===== src/rtl/core/masked_first_match_rule_table_assert.svh =====
// ---------------------------------------------------------------------------
// Assertion macros for the masked first-match rule table
// Same-cycle and next-cycle implication checks on clk, disabled in reset.
// ---------------------------------------------------------------------------
`ifndef MASKED_FIRST_MATCH_RULE_TABLE_ASSERT_SVH
`define MASKED_FIRST_MATCH_RULE_TABLE_ASSERT_SVH

// Consequent must hold in the same cycle as the antecedent.
`define MFMRT_ASSERT_NOW(lbl, ante, cons, msg) \
  lbl: assert property (@(posedge clk) disable iff (!rst_n) (ante) |-> (cons)) \
    else $error(msg);

// Consequent must hold in the cycle after the antecedent.
`define MFMRT_ASSERT_NEXT(lbl, ante, cons, msg) \
  lbl: assert property (@(posedge clk) disable iff (!rst_n) (ante) |=> (cons)) \
    else $error(msg);

`endif


===== src/rtl/core/mfmrt_pkg.sv =====
// ---------------------------------------------------------------------------
// mfmrt_pkg
// Shared types, codes and helpers for the masked first-match rule table.
// ---------------------------------------------------------------------------
package mfmrt_pkg;

  // Request kinds
  localparam logic KIND_ADD    = 1'b0;
  localparam logic KIND_LOOKUP = 1'b1;

  // Action codes
  localparam logic [1:0] ACT_DISCARD  = 2'd0;
  localparam logic [1:0] ACT_PASS     = 2'd1;
  localparam logic [1:0] ACT_EXAMINE  = 2'd2;
  localparam logic [1:0] ACT_RESERVED = 2'd3;

  typedef enum logic [1:0] {
    STAT_ADDED = 2'd0,
    STAT_FULL  = 2'd1,
    STAT_HIT   = 2'd2,
    STAT_MISS  = 2'd3
  } status_t;

  typedef enum logic [1:0] {
    S_IDLE,
    S_SCAN,
    S_EMIT
  } state_t;

  // One stored rule; key is held pre-masked
  typedef struct packed {
    logic [31:0] key;
    logic [31:0] mask;
    logic [1:0]  action;
  } rule_t;

  typedef struct packed {
    logic wr_en;
    logic rd_en;
  } rule_ctl_t;

  typedef struct packed {
    logic rd_en;
    logic clr_en;
    logic inc_en;
  } cnt_ctl_t;

  // Saturating hit counter increment
  function automatic logic [31:0] sat_inc(input logic [31:0] v);
    return (v == 32'hFFFF_FFFF) ? v : v + 32'd1;
  endfunction

endpackage


===== src/rtl/core/mfmrt_rule_mem.sv =====
// ---------------------------------------------------------------------------
// mfmrt_rule_mem
// Rule store: key, mask and action per slot; one write, one registered read.
// ---------------------------------------------------------------------------
module mfmrt_rule_mem #(
  parameter int unsigned ENTRIES = 64
) (
  input  logic                clk,
  input  mfmrt_pkg::rule_ctl_t ctl,
  input  logic [((ENTRIES > 1) ? $clog2(ENTRIES) : 1)-1:0] wr_addr,
  input  mfmrt_pkg::rule_t    wr_data,
  input  logic [((ENTRIES > 1) ? $clog2(ENTRIES) : 1)-1:0] rd_addr,
  output mfmrt_pkg::rule_t    rd_data
);
  import mfmrt_pkg::*;

  rule_t mem [ENTRIES];
  rule_t rd_data_r;

  always_ff @(posedge clk) begin
    if (ctl.wr_en) begin
      mem[wr_addr] <= wr_data;
    end
    if (ctl.rd_en) begin
      rd_data_r <= mem[rd_addr];
    end
  end

  assign rd_data = rd_data_r;

endmodule


===== config.mk =====
export PLATFORM = sky130hd
export DESIGN_NAME = mfmrt_rule_mem
export DESIGN_NICKNAME = d
export VERILOG_FILES = /design/src/rtl/core/masked_first_match_rule_table_assert.svh /design/src/rtl/core/mfmrt_pkg.sv /design/src/rtl/core/mfmrt_rule_mem.sv
export SDC_FILE = /design/constraint.sdc
export NUM_CORES = 2
export LEC_CHECK = 0
export BUFFER_PORTS_ARGS = -buffer_cell sky130_fd_sc_hd__buf_2
export CORE_MARGIN = 2
export CORE_UTILIZATION = 45
export CTS_BUF_LIST = sky130_fd_sc_hd__clkbuf_8
export DETAILED_ROUTE_END_ITERATION = 10
export PLACE_DENSITY = 0.71
export REMOVE_ABC_BUFFERS = 1
export SYNTH_ARGS = -nofsm -noshare
export SYNTH_HDL_FRONTEND = slang
export SYNTH_MEMORY_MAX_BITS = 65536
export SYNTH_SLANG_ARGS = --single-unit

===== constraint.sdc =====
create_clock -name clk -period 5.8 [get_ports clk]
set_clock_uncertainty 0.2 [all_clocks]
set_input_delay 0.58 -clock clk [delete_from_list [all_inputs] [get_ports clk]]
set_output_delay 0.58 -clock clk [all_outputs]
set_load 0.03 [all_outputs]

==> impl_metrics.ini <==
[status]
status = finished clean

[yosys]
synth_warnings = 0
synth_top_family_by_area = multiplexers
synth-async-reset-ratio_pct = 0
ys_seq_elements = 4290
synth_edf_count = 4290
synth_fa_ha_area_share_pct = 0
muxShareOfSynthArea_pct = 14.78
yosys.area_share.xor_xnor_pct = 0
synth-compound-area-share_pct = 2.775
ys_types = 35
synth_flop_cell = edfxtp_1
syn_area_per_cell_um2 = 23.52
ys_seq_area_share_pct = 79.94
syn_inst = 6852
synth_simple_gate_area_share_pct = 1.307
netlist_area_mm2 = 0.1612

[cts]
cts_buffer_depth = 4
ctsResizeCount = 0
path_clk_slew_ns = 0.07
worstSkewPairLatency_ns = 1.21
cts_setup_buffers = 0
cts_tree = yes
clock-sinks = 4290
cts_buffers = 655
htreeDepth = 6
cts-root-buf = clkbuf_8

[global_routing]
met1_usage_pct = 31.19
grt_max_degree = 133
grt_pass1_wl_um = 604000
grt-busiest-layer = met2
antenna_found_initial = 35
grt_util_met2_pct = 38.15
grt_pass1_vias = 80890
met3_usage_pct = 5.323
overflow = 0
grtUsageTotal_pct = 23.45

[critical_path]
cp.required_ns = 6.40
cp_max_fo = 29
rr_worst_depth = 5
cp_cell_sequence = dlygate4sd3_1, buf_2, nor2b_1, nand3_1, nor2_4, buf_12
r2r-start = mem[32][15]
r2r_end = rd_data[15]
critical_path.startpoint_type = input pin
r2r_slack_ns = 3.43
crit_path_end_kind = register
crit_path_max_incr_delay_ns = 1.30
crit_arrival_ns = 4.07
cp_slowest_cell = nor2_4
critPathKind = in2reg

[placement]
port_buffers = 146
dp_hpwl_um = 228400
globalplace.congestion = 0.8061

[sta]
finalSetupViolCount = 0
tightest_slew_ns = 1.401
fin_crit_ns = 3.474
max_freq_ghz = 0.2879
fin_setup_tns_ns = 0
hold_viol_final = 0
drv_slew = 0
slew_headroom_pct = 6.381
rsz0062_at_grt = false
finalCritPeriodShare_pct = 59.89

[power]
p_leak_nw = 56.58
p_per_area_mw_per_mm2 = 333.9
peakVddDrop_mv = 0.2004

[hold_path]
hold_path_class = in2reg
holdPathEnd = rd_data[48]
min_path_cells = 4
min_from = rd_addr[4]

[floorplan]
die_x_um = 602.4
num_io_pins = 147
die-area_mm2 = 0.3629
die-height_um = 602.4
rows = 219
start_util_pct = 45.24
core_mm2 = 0.3562

[detailed_routing]
drt-vias-per-instance = 6.291
wirelength_um = 431900
ant_nets = 0
wl_per_cell_um = 33.69
drt_iter0_drc = 12440
vias = 80650
route.detailed.drc = 0
drt-pass1-iter-count = 6

[run]
max-cap-violations = 0

[cells_and_area]
final_core_util_pct = 51.04
fillCellCount = 27130
multi_input_area_mm2 = 0.03098
drive_gt1_share_pct = 28.18
syn_to_final_growth_pct = 12.83
nets = 7636
ff_latch_area_mm2 = 0.1288
[power by group]
part / total [mW] / internal (mW) / switching [mW] / leakage, nW
sequential: 34.5 / 34.4 / 0.113 / 38.6
combinational: 2.91 / 1.05 / 1.86 / 11.1
clock: 23.3 / 11.4 / 11.8 / 6.85
[synthesized netlist by cell type (10+ instances only)]
master	count	area, um^2
mux4_2	1009	22720
a211oi_1	106	795.8
o22ai_1	318	1989
nand2b_1	11	68.82
mux2i_1	102	1021
nor2_1	120	450.4
o221ai_1	66	578.1
nand2_1	27	101.4
edfxtp_1	4290	128800
nor3_1	58	290.3
clkbuf_1	194	728.2
buf_4	49	367.9
nor4_1	56	350.3
nor2b_1	89	556.8
o22a_1	56	490.5
buf_6	16	180.2
a21oi_1	12	60.06
buf_1	36	135.1
a31oi_1	10	62.56
buf_2	104	520.5
nand3_1	26	130.1
a22oi_1	53	397.9
[cell families (layout without fill, tap and decap cells)]
family                 after synthesis  in the layout
DFF                               4290           4290
muxes                             1118           1118
AOI/OAI and AO/OA                  634            634
and+or+nand+nor                    411            411
buffers and inverters              399           1600
other                                0             16
[critical path: cells and delay by family]
| kind | cells | cell delay, ns |
|---|---|---|
| buffers and inverters | 3 | 1.22 |
| AND/OR/NAND/NOR | 3 | 2.10 |
[worst max-delay path by stage]
stage                     startpoint     endpoint  slack [ns]
after floorplan               ctl[1]   mem[48][0]       -0.38
after global placement    rd_addr[3]  rd_data[51]        1.93
after detailed placement  rd_addr[3]  rd_data[11]        1.82
after CTS                 wr_addr[2]   mem[45][9]        2.50
after global routing      wr_addr[2]   mem[45][9]        2.41
final                     wr_addr[2]   mem[45][9]        2.33
[layout make-up]
cell class	count	area share, %
sequential	4290	70.85
multi-input combinational	2163	17.04
clock buffer	656	4.965
tap	4751	3.269
timing repair buffer	445	2.212
clock inverter	499	1.646
antenna	16	0.02202
[cells in the final DEF (no fill, tap or decap), types with 67 or more instances in the layout]
master	n
clkbuf_8	656
dlygate4sd3_1	71
clkinv_1	165
nor2b_1	87
buf_12	67
edfxtp_1	4290
buf_2	140
mux2i_1	102
inv_1	201
a211oi_1	106
o22ai_1	318
buf_4	165
mux4_2	1009
[metal layers]
metal | share of wire [%] | up-vias
li1 | - | 31250
met1 | 35 | 42700
met2 | 49 | 5759
met3 | 12 | 933
met4 | 3.8 | 14
met5 | 0.044 | -
[state kept, by name (all words and copies together) (netlist names)]
name,flops
mem,4224
rd_data,66
[repair_timing]
action                                 4_1_cts  5_1_grt
endpoints found under the hold margin     4348        0
setup endpoints to repair                    0        0
hold buffers                                71        0
[metrics by stage]
step | hold WS, ns | power [mW] | cells | instance area, um^2 | setup WS, ns
final | 0.08872 | 60.71 | 12820 | 181800 | 2.326
after global routing | 0.04672 | 62.38 | 12810 | 181800 | 2.409
after CTS | 0.003569 | 60.97 | 12800 | 181800 | 2.496
after detailed placement | 0.6648 | 38.05 | 11580 | 169000 | 1.825
after global placement | 0.6425 | 37.96 | 11580 | 169000 | 1.926
after floorplan | 0.4789 | 36.40 | 6453 | 159200 | -0.3788
Note: power is estimated with default switching activity, not from simulation.
