$ cat config.mk
export PLATFORM = sky130hd
export DESIGN_NAME = mfmrt_cnt_mem
export DESIGN_NICKNAME = d
export VERILOG_FILES = /design/src/rtl/core/masked_first_match_rule_table_assert.svh /design/src/rtl/core/mfmrt_pkg.sv /design/src/rtl/core/mfmrt_cnt_mem.sv
export SDC_FILE = /design/constraint.sdc
export NUM_CORES = 2
export LEC_CHECK = 0
export ABC_AREA = 0
export BUFFER_PORTS_ARGS = -buffer_cell sky130_fd_sc_hd__buf_4
export CAP_MARGIN = 20
export CELL_PAD_IN_SITES_DETAIL_PLACEMENT = 2
export CELL_PAD_IN_SITES_GLOBAL_PLACEMENT = 2
export CORE_MARGIN = 4
export CORE_UTILIZATION = 30
export CTS_BUF_LIST = sky130_fd_sc_hd__clkbuf_8 sky130_fd_sc_hd__clkbuf_16
export CTS_CLUSTER_SIZE = 14
export DETAILED_ROUTE_END_ITERATION = 8
export PLACE_DENSITY_LB_ADDON = 0.1
export SYNTH_ARGS = -nofsm -noshare
export SYNTH_HDL_FRONTEND = slang
export SYNTH_SLANG_ARGS = --single-unit
$ cat constraint.sdc
create_clock -name clk -period 7.2 [get_ports clk]
set_input_delay 0.36 -clock clk [delete_from_list [all_inputs] [get_ports clk]]
set_output_delay 0.36 -clock clk [all_outputs]
set_load 0.05 [all_outputs]
$ cat src/rtl/core/masked_first_match_rule_table_assert.svh
// ---------------------------------------------------------------------------
// Assertion macros for the masked first-match rule table
// Same-cycle and next-cycle implication checks on clk, disabled in reset.
// ---------------------------------------------------------------------------
`ifndef MASKED_FIRST_MATCH_RULE_TABLE_ASSERT_SVH
`define MASKED_FIRST_MATCH_RULE_TABLE_ASSERT_SVH

// Consequent must hold in the same cycle as the antecedent.
`define MFMRT_ASSERT_NOW(lbl, ante, cons, msg) \
  lbl: assert property (@(posedge clk) disable iff (!rst_n) (ante) |-> (cons)) \
    else $error(msg);

// Consequent must hold in the cycle after the antecedent.
`define MFMRT_ASSERT_NEXT(lbl, ante, cons, msg) \
  lbl: assert property (@(posedge clk) disable iff (!rst_n) (ante) |=> (cons)) \
    else $error(msg);

`endif

$ cat src/rtl/core/mfmrt_pkg.sv
// ---------------------------------------------------------------------------
// mfmrt_pkg
// Shared types, codes and helpers for the masked first-match rule table.
// ---------------------------------------------------------------------------
package mfmrt_pkg;

  // Request kinds
  localparam logic KIND_ADD    = 1'b0;
  localparam logic KIND_LOOKUP = 1'b1;

  // Action codes
  localparam logic [1:0] ACT_DISCARD  = 2'd0;
  localparam logic [1:0] ACT_PASS     = 2'd1;
  localparam logic [1:0] ACT_EXAMINE  = 2'd2;
  localparam logic [1:0] ACT_RESERVED = 2'd3;

  typedef enum logic [1:0] {
    STAT_ADDED = 2'd0,
    STAT_FULL  = 2'd1,
    STAT_HIT   = 2'd2,
    STAT_MISS  = 2'd3
  } status_t;

  typedef enum logic [1:0] {
    S_IDLE,
    S_SCAN,
    S_EMIT
  } state_t;

  // One stored rule; key is held pre-masked
  typedef struct packed {
    logic [31:0] key;
    logic [31:0] mask;
    logic [1:0]  action;
  } rule_t;

  typedef struct packed {
    logic wr_en;
    logic rd_en;
  } rule_ctl_t;

  typedef struct packed {
    logic rd_en;
    logic clr_en;
    logic inc_en;
  } cnt_ctl_t;

  // Saturating hit counter increment
  function automatic logic [31:0] sat_inc(input logic [31:0] v);
    return (v == 32'hFFFF_FFFF) ? v : v + 32'd1;
  endfunction

endpackage

$ cat src/rtl/core/mfmrt_cnt_mem.sv
// ---------------------------------------------------------------------------
// mfmrt_cnt_mem
// Hit counter store: clear on add, saturating increment of the last read.
// ---------------------------------------------------------------------------
module mfmrt_cnt_mem #(
  parameter int unsigned ENTRIES = 64
) (
  input  logic                clk,
  input  mfmrt_pkg::cnt_ctl_t ctl,
  input  logic [((ENTRIES > 1) ? $clog2(ENTRIES) : 1)-1:0] wr_addr,
  input  logic [((ENTRIES > 1) ? $clog2(ENTRIES) : 1)-1:0] rd_addr,
  output logic [31:0]         rd_data
);
  import mfmrt_pkg::*;

  logic [31:0] mem [ENTRIES];
  logic [31:0] rd_data_r;
  logic [31:0] wr_data;

  // increment writes back the word last read, plus one
  assign wr_data = ctl.clr_en ? 32'd0 : sat_inc(rd_data_r);

  always_ff @(posedge clk) begin
    if (ctl.clr_en || ctl.inc_en) begin
      mem[wr_addr] <= wr_data;
    end
    if (ctl.rd_en) begin
      rd_data_r <= mem[rd_addr];
    end
  end

  assign rd_data = rd_data_r;

endmodule

==> impl_metrics.tcl <==
set metrics [dict create \
    status "completed" \
    synth_top_cell_by_area "edfxtp_1" \
    syn_nets 3668 \
    yosysWarnings 0 \
    crit_start "rd_data[0]$_DFFE_PP_" \
    cts_tree "yes" \
    arrival_ns 4.42 \
    crit_path_max_fanout 48 \
    gp_congestion 0.801 \
    async_reset_ff_share_pct 0 \
    hold_slack_ns 0.148 \
    hpwl_um 151000 \
    slew_headroom_pct 9.56 \
    synth_top_family_by_area "multiplexers" \
    drive_above_1_share_pct 28.6 \
    synth_top_flop_cell "edfxtp_1" \
    final.setup.tns_ns 0 \
    pre_cts_slack_ns 2.39 \
    syn_to_final_growth_pct 16.4 \
    drt_first_pass_iters 5 \
    synthTopCellsByArea "edfxtp_1, mux4_2, mux2i_1" \
    max-cap-violations 0 \
    synthSimpleGateAreaFrac_pct 2.04 \
    routed_wl_um 266000 \
    ios 48 \
    grt_max_degree 98 \
    tightest_slew_ns 1.36 \
    crit_type "flop to flop" \
    hold_viol_final 0 \
    cp.required_ns 7.73 \
    r2r-end "mem[12][0]$_DFFE_PP_" \
    fin_ws_ns 3.31 \
    period_share_pct 54.1 \
    whs_path_depth 3 \
    crit_path_end_kind "flop" \
    clk_path_buf_depth 3 \
    p_per_area_nw_per_um2 283 \
    drcViolationCount 0 \
    port_buffers 47 \
    finalCriticalPeriod_ns 3.89 \
    max_clock_freq_mhz 257 \
    rsz0062_at_grt "no" \
    fin_skew_ns 0.0403 \
    synth-compound-area-share_pct 3.06 \
    rr_startpoint "rd_data[0]$_DFFE_PP_" \
    grt_pass1_wl_um 369000 \
    detailedRoute.firstIterationViolations 3568 \
    die_area_um2 276000 \
    syn_inst 3651 \
    cts-root-buf "clkbuf_16" \
    start_util_pct 30.2 \
    antenna_found_initial 20 \
    synth.avg_cell_area_um2 22.0 \
    synth_edf_count 2080 \
    reg2reg_depth 7 \
    fp.coreArea_um2 266000 \
    syn_area_um2 80400 \
    grt_usage_pct 19.1 \
    wl_per_cell_um 34.9 \
    synth_seq_cells 2080 \
    synthMuxAreaShare_pct 15.4 \
    cts-resized-gates 0 \
    synthTopCellsByCount "edfxtp_1, mux4_2, mux2i_1" \
    clock-sinks 2080 \
    drv_slew 0 \
    via_per_inst 5.19 \
    crit_end "mem[12][0]$_DFFE_PP_" \
    fillerInstances 25500 \
    first_global_vias 42800 \
    synth_seq_area_share_pct 77.7 \
    synthAdderAreaFrac_pct 0.0156 \
    hold_path_class "input port to flop" \
    rows 189 \
    htreeDepth 4 \
    yosysMostFrequentCell "edfxtp_1" \
    vias 39700 \
    synthXorXnorAreaFrac_pct 0.131 \
    die_y_um 526 \
    postRouteAntennaNets 0 \
    die_w_um 526 \
    cts_buffers 228 \
    final_nets 3932 \
    grt-ovfl-total 0 \
    clk_latency_ns 0.86 \
    finalSetupViolCount 0 \
    r2r_setup_slack_ns 3.31 \
    startpoint_type "flop" \
    yosysTopAreaCellShare_pct 77.7 \
    cts.clk_slew.worst_paths_ns 0.06 \
    synth_cell_types 54 \
    ir_worst_vdd_v 0.000255 \
    leakagePower_uw 0.0294 \
]
==> sequential cells by signal (all words and copies together), names as in the netlist <==
register  flops
rd_data      32
mem        2048
==> logic make-up after synthesis <==
logic type                 count (synthesis)
AOI/OAI and AO/OA                        355
xor gates and xnor gates                  12
adders and majority gates                  1
buffers and inverters                    206
DFF                                     2080
muxes                                    676
and+or+nand+nor                          321
==> report_power, final <==
part	switching, uW	total, uW	leakage [uW]	internal, uW
Clock	4880	11100	0.00368	6250
Sequential	50.6	13600	0.0190	13600
Combinational	1260	1770	0.00672	509
==> how the worst min path moves through the flow <==
| stage | startpoint | end | slack [ns] |
|---|---|---|---|
| floorplan | ctl[2] | rd_data[0]$_DFFE_PP_ | 0.47 |
| global placement | ctl[1] | mem[58][0]$_DFFE_PP_ | 0.81 |
| detailed placement | ctl[1] | mem[54][0]$_DFFE_PP_ | 0.81 |
| CTS | rd_addr[5] | rd_data[31]$_DFFE_PP_ | 0.06 |
| global route | rd_addr[5] | rd_data[31]$_DFFE_PP_ | 0.11 |
| finish | rd_addr[5] | rd_data[31]$_DFFE_PP_ | 0.15 |
==> per-layer routing <==
layer  up-vias  global-route usage (%)  share of wire, %
met1     22400                    28.1                47
met5         -                       0                 0
met3       276                    2.08               4.0
li1      16100                       -                 -
met2       866                    30.3                47
met4         0                    4.82               2.4
==> worst max-delay path, stage by stage, from the launching register on <==
cell,delay (ns)
edfxtp_1,0.45
ha_1,0.27
and4_1,0.36
and3_1,0.33
and3_1,0.58
xor2_1,0.40
nor2_4,0.42
buf_4,0.63
==> final cells by class <==
type                            count  area (um^2)  area share (%)
Multi-Input combinational cell   1365        17600            18.8
Sequential cell                  2080        62500            66.8
Inverter                            4         15.0          0.0160
Clock inverter                    184         1280            1.37
Tap cell                         3533         4420            4.72
Timing Repair Buffer              236         2030            2.17
Clock buffer                      231         5780            6.18
Antenna cell                        6         15.0          0.0160
==> repair_timing <==
item,CTS,global route
hold buffers,2,0
setup buffers,0,0
hold endpoints to repair,48,0
==> through the flow <==
| stage | util (%) | area (um^2) | total power, uW | cells |
|---|---|---|---|---|
| global route | 35.2 | 93600 | 27500 | 7634 |
| CTS | 35.1 | 93400 | 26900 | 7628 |
| detailed placement | 32.5 | 86300 | 15700 | 7211 |
| global placement | 32.4 | 86100 | 15600 | 7197 |
| floorplan | - | 80400 | 14800 | 3651 |
| finish | 35.2 | 93600 | 26500 | 7639 |
==> layout by cell type, fill, tap and decap left out, types with 7 or more instances in the layout <==
master and instances:
inv_1 58, o31ai_1 8, o22ai_1 100, xnor2_1 10, nand4_1 9, a21oi_1 66
clkbuf_16 231, nand2b_1 10, or3_1 9, a211oi_1 16, a22o_1 37, nand2_1 45
a221oi_2 13, mux4_2 448, edfxtp_1 2080, clkinv_2 45, bufinv_16 13, nor2_4 75
buf_12 12, o221ai_1 20, and3_1 7, clkinv_1 55, nor2_1 53, o21ai_0 19
o22a_1 11, nor4_2 13, mux2i_1 194, or4_1 10, mux2_2 34, a311oi_1 8
nor4_1 13, nor3_2 7, buf_4 207, nor2b_1 11, a221oi_1 18, nand3_1 12
a21oi_4 15
(Power assumes the default switching activity.)
